## config.mk

```make
export PLATFORM = sky130hd
export DESIGN_NAME = salru_pick
export DESIGN_NICKNAME = d
export VERILOG_FILES = /design/src/rtl/core/salru_pkg.sv /design/src/rtl/core/salru_pick.sv
export SDC_FILE = /design/constraint.sdc
export NUM_CORES = 1
export LEC_CHECK = 0
export ABC_CLOCK_PERIOD_IN_PS = 19500
export BUFFER_PORTS_ARGS = -buffer_cell sky130_fd_sc_hd__buf_2
export CORE_AREA = 2 2 386 388
export DETAILED_ROUTE_END_ITERATION = 7
export DIE_AREA = 0 0 388 390
export PLACE_DENSITY = 0.35
export SLEW_MARGIN = 20
export SYNTH_ARGS = -nofsm -noshare
export SYNTH_HDL_FRONTEND = slang
export SYNTH_SLANG_ARGS = --single-unit
```

## constraint.sdc

```tcl
create_clock -name vclk -period 19.5
set_input_delay 0.975 -clock vclk [all_inputs]
set_output_delay 0.975 -clock vclk [all_outputs]
set_load 0.02 [all_outputs]
```

## src/rtl/core/salru_pkg.sv

```systemverilog
// package for the set-associative lru tag store
// types, sizes and outcome codes shared by all modules; no dependencies
package salru_pkg;

    localparam int MAX_SET_BITS = 8;
    localparam int MAX_WAYS     = 8;
    localparam int STAMP_WIDTH  = 48;
    localparam int NUM_SETS     = 1 << MAX_SET_BITS;
    localparam int WAY_W        = $clog2(MAX_WAYS);
    localparam int SET_W        = (MAX_SET_BITS > 0) ? MAX_SET_BITS : 1;
    localparam int ADDR_W       = 64;
    localparam int CNT_W        = 32;

    typedef enum logic [1:0] {
        OUT_HIT   = 2'd0,
        OUT_FILL  = 2'd1,
        OUT_EVICT = 2'd2
    } outcome_t;

    typedef enum logic [1:0] {
        REG_SET_BITS    = 2'd0,
        REG_OFFSET_BITS = 2'd1,
        REG_WAYS_USED   = 2'd2
    } reg_index_t;

    typedef enum logic [1:0] {
        ST_CLEAR,
        ST_IDLE,
        ST_LOOKUP,
        ST_RESULT
    } state_t;

    // one line of a set as held in memory
    typedef struct packed {
        logic                   valid;
        logic [ADDR_W-1:0]      tag;
        logic [STAMP_WIDTH-1:0] stamp;
    } line_t;

    typedef line_t [MAX_WAYS-1:0] set_row_t;

    // lookup decision handed back to the controller
    typedef struct packed {
        outcome_t         outcome;
        logic [WAY_W-1:0] way;
    } decision_t;

endpackage

```

## src/rtl/core/salru_pick.sv

```systemverilog
// way selection: hit search, first empty way, oldest stamp
// depends on salru_pkg
module salru_pick (
    input  salru_pkg::set_row_t             row,
    input  logic [salru_pkg::ADDR_W-1:0]    tag,
    input  logic [salru_pkg::WAY_W:0]       nways,
    output salru_pkg::decision_t            dec
);
    logic [salru_pkg::MAX_WAYS-1:0] hit_vec;
    logic [salru_pkg::MAX_WAYS-1:0] empty_vec;
    logic [salru_pkg::WAY_W-1:0]    hit_way;
    logic [salru_pkg::WAY_W-1:0]    empty_way;
    logic [salru_pkg::WAY_W-1:0]    old_way;
    logic [salru_pkg::STAMP_WIDTH-1:0] old_stamp;

    // per-way match and empty flags
    always_comb
    begin
        for (int w = 0; w < salru_pkg::MAX_WAYS; w++)
        begin
            hit_vec[w]   = (w < nways) && row[w].valid && (row[w].tag == tag);
            empty_vec[w] = (w < nways) && !row[w].valid;
        end
    end

    // lowest set bit of each flag vector, oldest stamp among ways in use
    always_comb
    begin
        hit_way   = '0;
        empty_way = '0;
        old_way   = '0;
        old_stamp = row[0].stamp;
        for (int w = salru_pkg::MAX_WAYS - 1; w >= 0; w--)
        begin
            if (hit_vec[w])
            begin
                hit_way = w[salru_pkg::WAY_W-1:0];
            end
            if (empty_vec[w])
            begin
                empty_way = w[salru_pkg::WAY_W-1:0];
            end
        end
        for (int w = 1; w < salru_pkg::MAX_WAYS; w++)
        begin
            if ((w < nways) && (row[w].stamp < old_stamp))
            begin
                old_stamp = row[w].stamp;
                old_way   = w[salru_pkg::WAY_W-1:0];
            end
        end
    end

    // final decision
    always_comb
    begin
        if (|hit_vec)
        begin
            dec.outcome = salru_pkg::OUT_HIT;
            dec.way     = hit_way;
        end
        else if (|empty_vec)
        begin
            dec.outcome = salru_pkg::OUT_FILL;
            dec.way     = empty_way;
        end
        else
        begin
            dec.outcome = salru_pkg::OUT_EVICT;
            dec.way     = old_way;
        end
    end
endmodule

```

After elaboration in Yosys (flattened, before gate mapping):

Cells that the tools add are included.

* input port bits: 972
* memories: 0
* register bits after elaboration: 0
* logic and storage cells: 95
* bits in writable memories: 0
* bits in latches: 0
* bits in read-only memories: 0

* shift-type cells: 0
* eq/ne operators: 8
* muxes and demuxes: 31
* reductions and logical operators: 41
* add/sub/neg operators: 0
* bitwise operators: 0
* div/mod/pow operators: 0
* multipliers: 0
* $lt $le $gt $ge: 15

Operators by type and width (count)
* 64-bit == test: 8
* 48-bit < comparator: 7
* 48-bit two-way mux: 6
* 3-bit two-way mux: 22
* 1-bit logical AND: 31
* 3-bit by 4-bit < comparator with 1-bit output (first input constant): 4
* 8-bit OR reduction: 2
* 5-bit two-way mux: 2
* 1-bit logical NOT: 8
* 1-bit by 4-bit < comparator with 1-bit output (first input constant): 2
* 2-bit by 4-bit < comparator with 1-bit output (first input constant): 2
* 1-bit two-way mux: 1

Longest topological paths before layout:

Gate-level depths: netlist of run 1.

* depth in word-level cells: 23
* depth in mapped cells: 114
* depth with buffers taken out: 104

Worst setup path before layout of run 1:

No wires, ideal clock.

* path type: input to output
* from: input row[38] (netlist bit)
* to: output dec[2] (netlist bit)
* arrival time: 18727 ps
* stages: 108
* buffers on the path: 12
* path slack: -202 ps
* data required time: 18525 ps
* cells stage by stage: inv_1 -> ha_1 -> a21oi_1 -> nand2_1 -> a221oi_1 -> a211oi_2 -> a211oi_2 -> clkbuf_1 -> clkbuf_1 -> nor2_1 -> a21oi_1 -> ha_1 -> a21o_1 -> a211o_1 -> a221oi_1 -> nand2_1 -> o311ai_0 -> mux2i_1 -> [72 not listed] -> buf_4 -> a21oi_1 -> ha_1 -> a21o_1 -> a21oi_1 -> nor2b_1 -> o21ai_0 -> nand2b_1 -> a21oi_1 -> nor2b_1 -> o21ai_0 -> nand2_1 -> a21oi_1 -> o31ai_1 -> nand4b_1 -> a211oi_1 -> o31ai_1 -> a21boi_1

RTL lines
* start, declared: RTL line salru_pick.sv:4 `input salru_pkg::set_row_t row,`
* end, declared: RTL line salru_pick.sv:7 `output salru_pkg::decision_t dec`

==> flow_summary_export.csv, run 1 <==
group,metric,value,unit
run_status,status,"finished clean",
sta,slew_violations,0,
finish,fill_cells,16800,
power,power-per-cell-area,94.9,nW/um2
logic_synthesis,post_synth.cell_area_avg,6.67,um2
logic_synthesis,yosys_warnings,0,
sta,max_slew_margin,0.201,
route,viasPerCell,4.37,
finish,seq_cells,0,
setup_path,critPathBufInv,50,
die,floorplan_core_area,147000,um2
route,detail_route.wl_per_cell,29.6,um
global_routing,grt_antenna_before_repair,175,
placement,portBuffers,977,
finish,design.final.nets,5428,
sta,tightestPinTransition,1.19,ns
power,power.static_leakage,15.5,nW
logic_synthesis,seq_area_frac_synth,0,
global_routing,grt_pass1_wl,235000,um
finish,multiInputGateArea,17600,um2
finish,ff_latch_area,0,um2
clock_tree,holdBufCountCts,0,
setup_path,cp_data_required_time,18.53,ns
min_path,min_to,"dec[0]",
sta,finalCritPeriodShare,0.992,
finish,fin_util,0.219,
logic_synthesis,synth_fp_nets,3863,
logic_synthesis,synthesized_instance_count,2566,
finish,commonest_non_fill_non_tap_cells_in_the_layout,"956 x buf_2, 640 x buf_4, 271 x ha_1",
finish,drive_above_1_share,0.488,
die,chipWidth,388,um
setup_path,timing.critical_path.depth,116,
logic_synthesis,post_synthesis_instance_area,17100,um2
setup_path,path_common_cell,"buf_4",
route,dr.pass1.iters,5,
min_path,hold_path.startpoint,"row[678]",
logic_synthesis,synthDistinctLibCells,72,
sta,rsz0062_at_grt,"true",
placement,post-dp-hpwl,162000,um
route,drt-total-wl,181000,um
sta,finalCriticalPeriod,19.35,ns
setup_path,timing.critical_path.to_type,"primary output",
route,vias,26800,
global_routing,maximum_number_of_pins_on_one_net_before_global_route_repair,39,
sta,timing.fmax,51.7,MHz
global_routing,first_global_vias,27300,
die,io_pins,977,
min_path,hp-class,"in -> out",
setup_path,critPathSlowestCell,"o41ai_4",
placement,globalplace.congestion,0.940,
setup_path,crit_type,"in -> out",
finish,commonest_non_fill_non_tap_cell_in_the_layout,"buf_2",
finish,final.clkbuf_count,0,
global_routing,globalRoute.totalOverflow,0,
die,die_height,390,um
job,cap_violations,0,
power,peakVddDrop,0.0668,mV
route,detail_route.drc_violations,0,
die,effective_utilization_at_floorplan,0.116,
setup_path,cp_slowest_stage_delay,0.48,ns
sta,final-setup-viol-count,0,
setup_path,largest_delay_contributor_family_on_the_critical_path,"buffers and inverters",
die,dieArea,151000,um2
global_routing,global_route.usage.total,0.228,
route,drtIter0Drc,1207,
setup_path,path_max_fanout,8,
sta,setup_tns,0,ns
finish,syn_to_final_growth,87.9,%
min_path,timing.hold.worst_path_depth,4,
sta,timing.final.hold_violations,0,
setup_path,cp.arrival,18.38,ns
setup_path,startpoint_type,"input pin",
die,rows,141,
route,route.antenna.remaining_nets,0,
-- cell families (layout without fill, tap and decap cells) --
group | Yosys count | count (layout) | share of synthesized area
AOI/OAI and AO/OA | 750 | 750 | 0.269
xor gates and xnor gates | 376 | 376 | 0.192
adders and majority gates | 329 | 329 | 0.240
buffers and inverters | 363 | 1924 | 0.0813
other | 0 | 60 | 0
and+or+nand+nor | 743 | 745 | 0.214
muxes | 5 | 5 | 0.00292
-- power by group --
| part | switching [W] | total, W | internal (W) |
|---|---|---|---|
| Sequential | 0 | 0 | 0 |
| Clock | 0 | 0.000000000261 | 0.000000000261 |
| Combinational | 0.00147 | 0.00305 | 0.00158 |
-- how the worst max path moves through the flow --
stage | startpoint | end | slack, ns
floorplan | row[38] | dec[2] | 0.02
global placement | row[22] | dec[2] | -2.30
detailed placement | row[22] | dec[2] | -2.12
CTS | row[32] | dec[2] | -0.05
global route | row[42] | dec[1] | -0.94
finish | row[32] | dec[1] | 0.15
-- layer usage --
metal	GRT usage	wire length (um)	vias to the layer above
met5	0	986	-
met2	0.434	93700	1074
li1	-	-	12500
met3	0.0724	15400	377
met4	0.0956	9410	156
met1	0.226	61700	12700
-- metrics by stage --
stage                     power, W  cell area, um2  setup slack, ns  hold WS (ns)  cells
after global placement     0.00241           28100            -2.30          2.52   5885
after floorplan            0.00116           17100           0.0227          2.20   2566
after CTS                  0.00281           30200          -0.0502          2.48   6009
after global routing       0.00336           32100           -0.945          2.51   6088
after detailed placement   0.00241           28200            -2.12          2.52   5886
final                      0.00305           32200            0.148          2.48   6119
-- cells in the mapped netlist, types with 10 or more instances --
cell / number / area share
o21a_1: 11 / 0.0048
xor2_1: 205 / 0.10
clkbuf_1: 98 / 0.021
ha_1: 325 / 0.24
xnor2_1: 171 / 0.088
nor4_1: 87 / 0.032
a22o_1: 19 / 0.0097
a221oi_1: 28 / 0.014
nand4_1: 115 / 0.042
o22ai_1: 43 / 0.016
nand2b_1: 24 / 0.0088
nand2_1: 104 / 0.023
inv_1: 235 / 0.052
a21o_1: 69 / 0.030
nand3_1: 32 / 0.0094
o2bb2ai_1: 25 / 0.013
nor3_1: 24 / 0.0070
nor2b_1: 32 / 0.012
nor2_1: 284 / 0.062
buf_1: 16 / 0.0035
o221ai_1: 10 / 0.0051
a21oi_1: 339 / 0.099
o21ai_0: 124 / 0.036
-- tightest hold or removal path: stages --
cell and delay, ns:
buf_2 0.14, a21boi_2 0.15, o21ai_2 0.10, buf_6 0.14
-- timing repair --
| action | CTS | global route |
|---|---|---|
| cloned | 13 | 3 |
| pin swaps | 77 | 151 |
| setup endpoints to repair | 3 | 3 |
| buffers inserted | 111 | 58 |
| resized for setup | 215 | 297 |
-- area by class of cell --
type / count / share of cell area
inverters: 236 / 0.0279
multi-input cells: 2205 / 0.548
repair buffers: 1688 / 0.344
well taps: 1930 / 0.0751
diodes: 60 / 0.00467
(Power assumes the default switching activity.)
==> run 2: changes to the inputs <==
--- a/config.mk
+++ b/config.mk
@@ -11,6 +11,7 @@
 export DETAILED_ROUTE_END_ITERATION = 7
 export DIE_AREA = 0 0 388 390
 export PLACE_DENSITY = 0.35
+export SETUP_SLACK_MARGIN = 0.5
 export SLEW_MARGIN = 20
 export SYNTH_ARGS = -nofsm -noshare
 export SYNTH_HDL_FRONTEND = slang
==> run 2 against run 1 <==
- non-clock buffer count is 54 higher
- total power is 3.5% higher
- global-route usage is 0.090 points higher
- via count is 1.2% higher
- largest power group unchanged
- sequential share of layout area stayed put
- cell area is 2.1% higher
- sequential cell count stayed put
- cell count is 1.0% higher
- wire length is 0.55% higher
- worst hold slack better by 0.037 ns
- worst setup slack worse by 0.12 ns
==> flow_summary_export.csv, run 2 (synthesized netlist as in run 1, its figures left out) <==
group,metric,value,unit
die,rows,141,
die,floorplan_core_area,147000,um2
route,drtIter0Drc,1427,
finish,commonest_non_fill_non_tap_cell_in_the_layout,"buf_2",
min_path,hp-class,"in -> out",
die,io_pins,977,
sta,finalCritPeriodShare,0.999,
global_routing,grt_pass1_wl,236000,um
route,wl_met2,94800,um
route,detail_route.drc_violations,0,
finish,syn_to_final_growth,92.0,%
route,drt-total-wl,182000,um
global_routing,maximum_number_of_pins_on_one_net_before_global_route_repair,38,
placement,globalplace.congestion,0.940,
route,routedLengthMet1,61500,um
route,detail_route.wl_per_cell,29.5,um
global_routing,globalRoute.totalOverflow,0,
die,effective_utilization_at_floorplan,0.116,
run_status,status,"finished clean",
route,route.antenna.remaining_nets,0,
finish,design.final.nets,5482,
power,power-per-cell-area,96.1,nW/um2
job,cap_violations,0,
setup_path,timing.critical_path.to_type,"primary output",
setup_path,crit_type,"in -> out",
finish,drive_above_1_share,0.499,
sta,final.setup.worst_slack,0.0232,ns
die,chipWidth,388,um
sta,max_slew_margin,0.166,
sta,hold_ws,2.52,ns
setup_path,startpoint_type,"input pin",
global_routing,first_global_vias,27700,
finish,seq_cells,0,
finish,commonest_non_fill_non_tap_cells_in_the_layout,"968 x buf_2, 678 x buf_4, 270 x ha_1",
setup_path,path_max_fanout,7,
power,peakVddDrop,0.0621,mV
setup_path,largest_delay_contributor_family_on_the_critical_path,"compound AO/OA/AOI/OAI gates",
route,dr.pass1.iters,7,
sta,timing.fmax,51.3,MHz
setup_path,path_common_cell,"buf_6",
sta,rsz0062_at_grt,"true",
sta,slew_violations,0,
sta,tightestPinTransition,1.25,ns
global_routing,grt_antenna_before_repair,177,
power,power.static_leakage,15.8,nW
route,route.top_layer_used,"met5",
clock_tree,holdBufCountCts,0,
placement,portBuffers,977,
global_routing,global_route.usage.total,0.229,
min_path,min_to,"dec[0]",
sta,finalCriticalPeriod,19.48,ns
placement,post-dp-hpwl,160000,um
die,dieArea,151000,um2
sta,timing.final.hold_violations,0,
finish,fin_util,0.223,
setup_path,cp_slowest_stage_delay,0.55,ns
setup_path,cp_data_required_time,18.53,ns
die,die_height,390,um
min_path,hold_path.startpoint,"row[678]",
finish,final.clkbuf_count,0,
placement,placement.cell_area,27900,um2
route,vias,27100,
sta,final-setup-viol-count,0,
min_path,timing.hold.worst_path_depth,4,
finish,layout.cell_area.non_filler,32800,um2
setup_path,cp.arrival,18.50,ns
setup_path,critPathBufInv,25,
route,viasPerCell,4.38,
finish,ff_latch_area,0,um2
placement,place_worst_setup_slack,-2.56,ns
setup_path,critPathSlowestCell,"or4_4",
route,met3WireLength,15000,um
run 2: cell count changes in the layout (fill, tap and decap cells not counted), sizes merged:
| cell | delta |
|---|---|
| buf | +59 |
| bufbuf | -3 |
| clkbuf | -2 |
| clkinvlp | +1 |
| diode | +10 |
| inv | -1 |
| nand2 | +1 |
| nor2 | -1 |
run 2: how the worst max path moves through the flow:
stage / to / startpoint / slack (ns) / cells after the start
6_report: dec[0] / row[152] / 0.02 / 114
5_1_grt: dec[0] / row[150] / -1.16 / 117
4_1_cts: dec[0] / row[13] / 0.17 / 120
3_5_place_dp: dec[0] / row[19] / -2.56 / 106
3_3_place_gp: dec[0] / row[19] / -2.35 / 106
2_1_floorplan: dec[2] / row[22] / 0.50 / 107
run 2: per-layer routing:
layer	GRT usage	up-vias
met5	0	-
met4	0.106	156
met1	0.226	12800
met2	0.438	1123
met3	0.0667	411
li1	-	12600
run 2: cell type report:
class	instances	area (um2)
fillers	16800	114000
multi-input cells	2205	17900
repair buffers	1742	11500
well taps	1930	2410
inverters	236	900
diodes	70	175
run 2: power breakdown:
part           switching [W]     internal, W        total, W  leakage [nW]
clock network              0  0.000000000456  0.000000000456      0.000441
registers                  0               0               0             0
logic                0.00153         0.00163         0.00316          15.8
run 2: repair_timing:
action / 4_1_cts / 5_1_grt
gates cloned: 17 / 1
pin swaps: 146 / 127
buffers inserted: 194 / 41
endpoints found under the setup margin: 3 / 3
resized for setup: 366 / 189
run 2: stage by stage:
stage                     std cells  total power, W  setup TNS, ns
after floorplan                2566         0.00117              0
after global placement         5860         0.00242          -6.57
after detailed placement       5860         0.00241          -7.21
after CTS                      6071         0.00302              0
after global routing           6157         0.00348          -3.44
final                          6183         0.00316              0
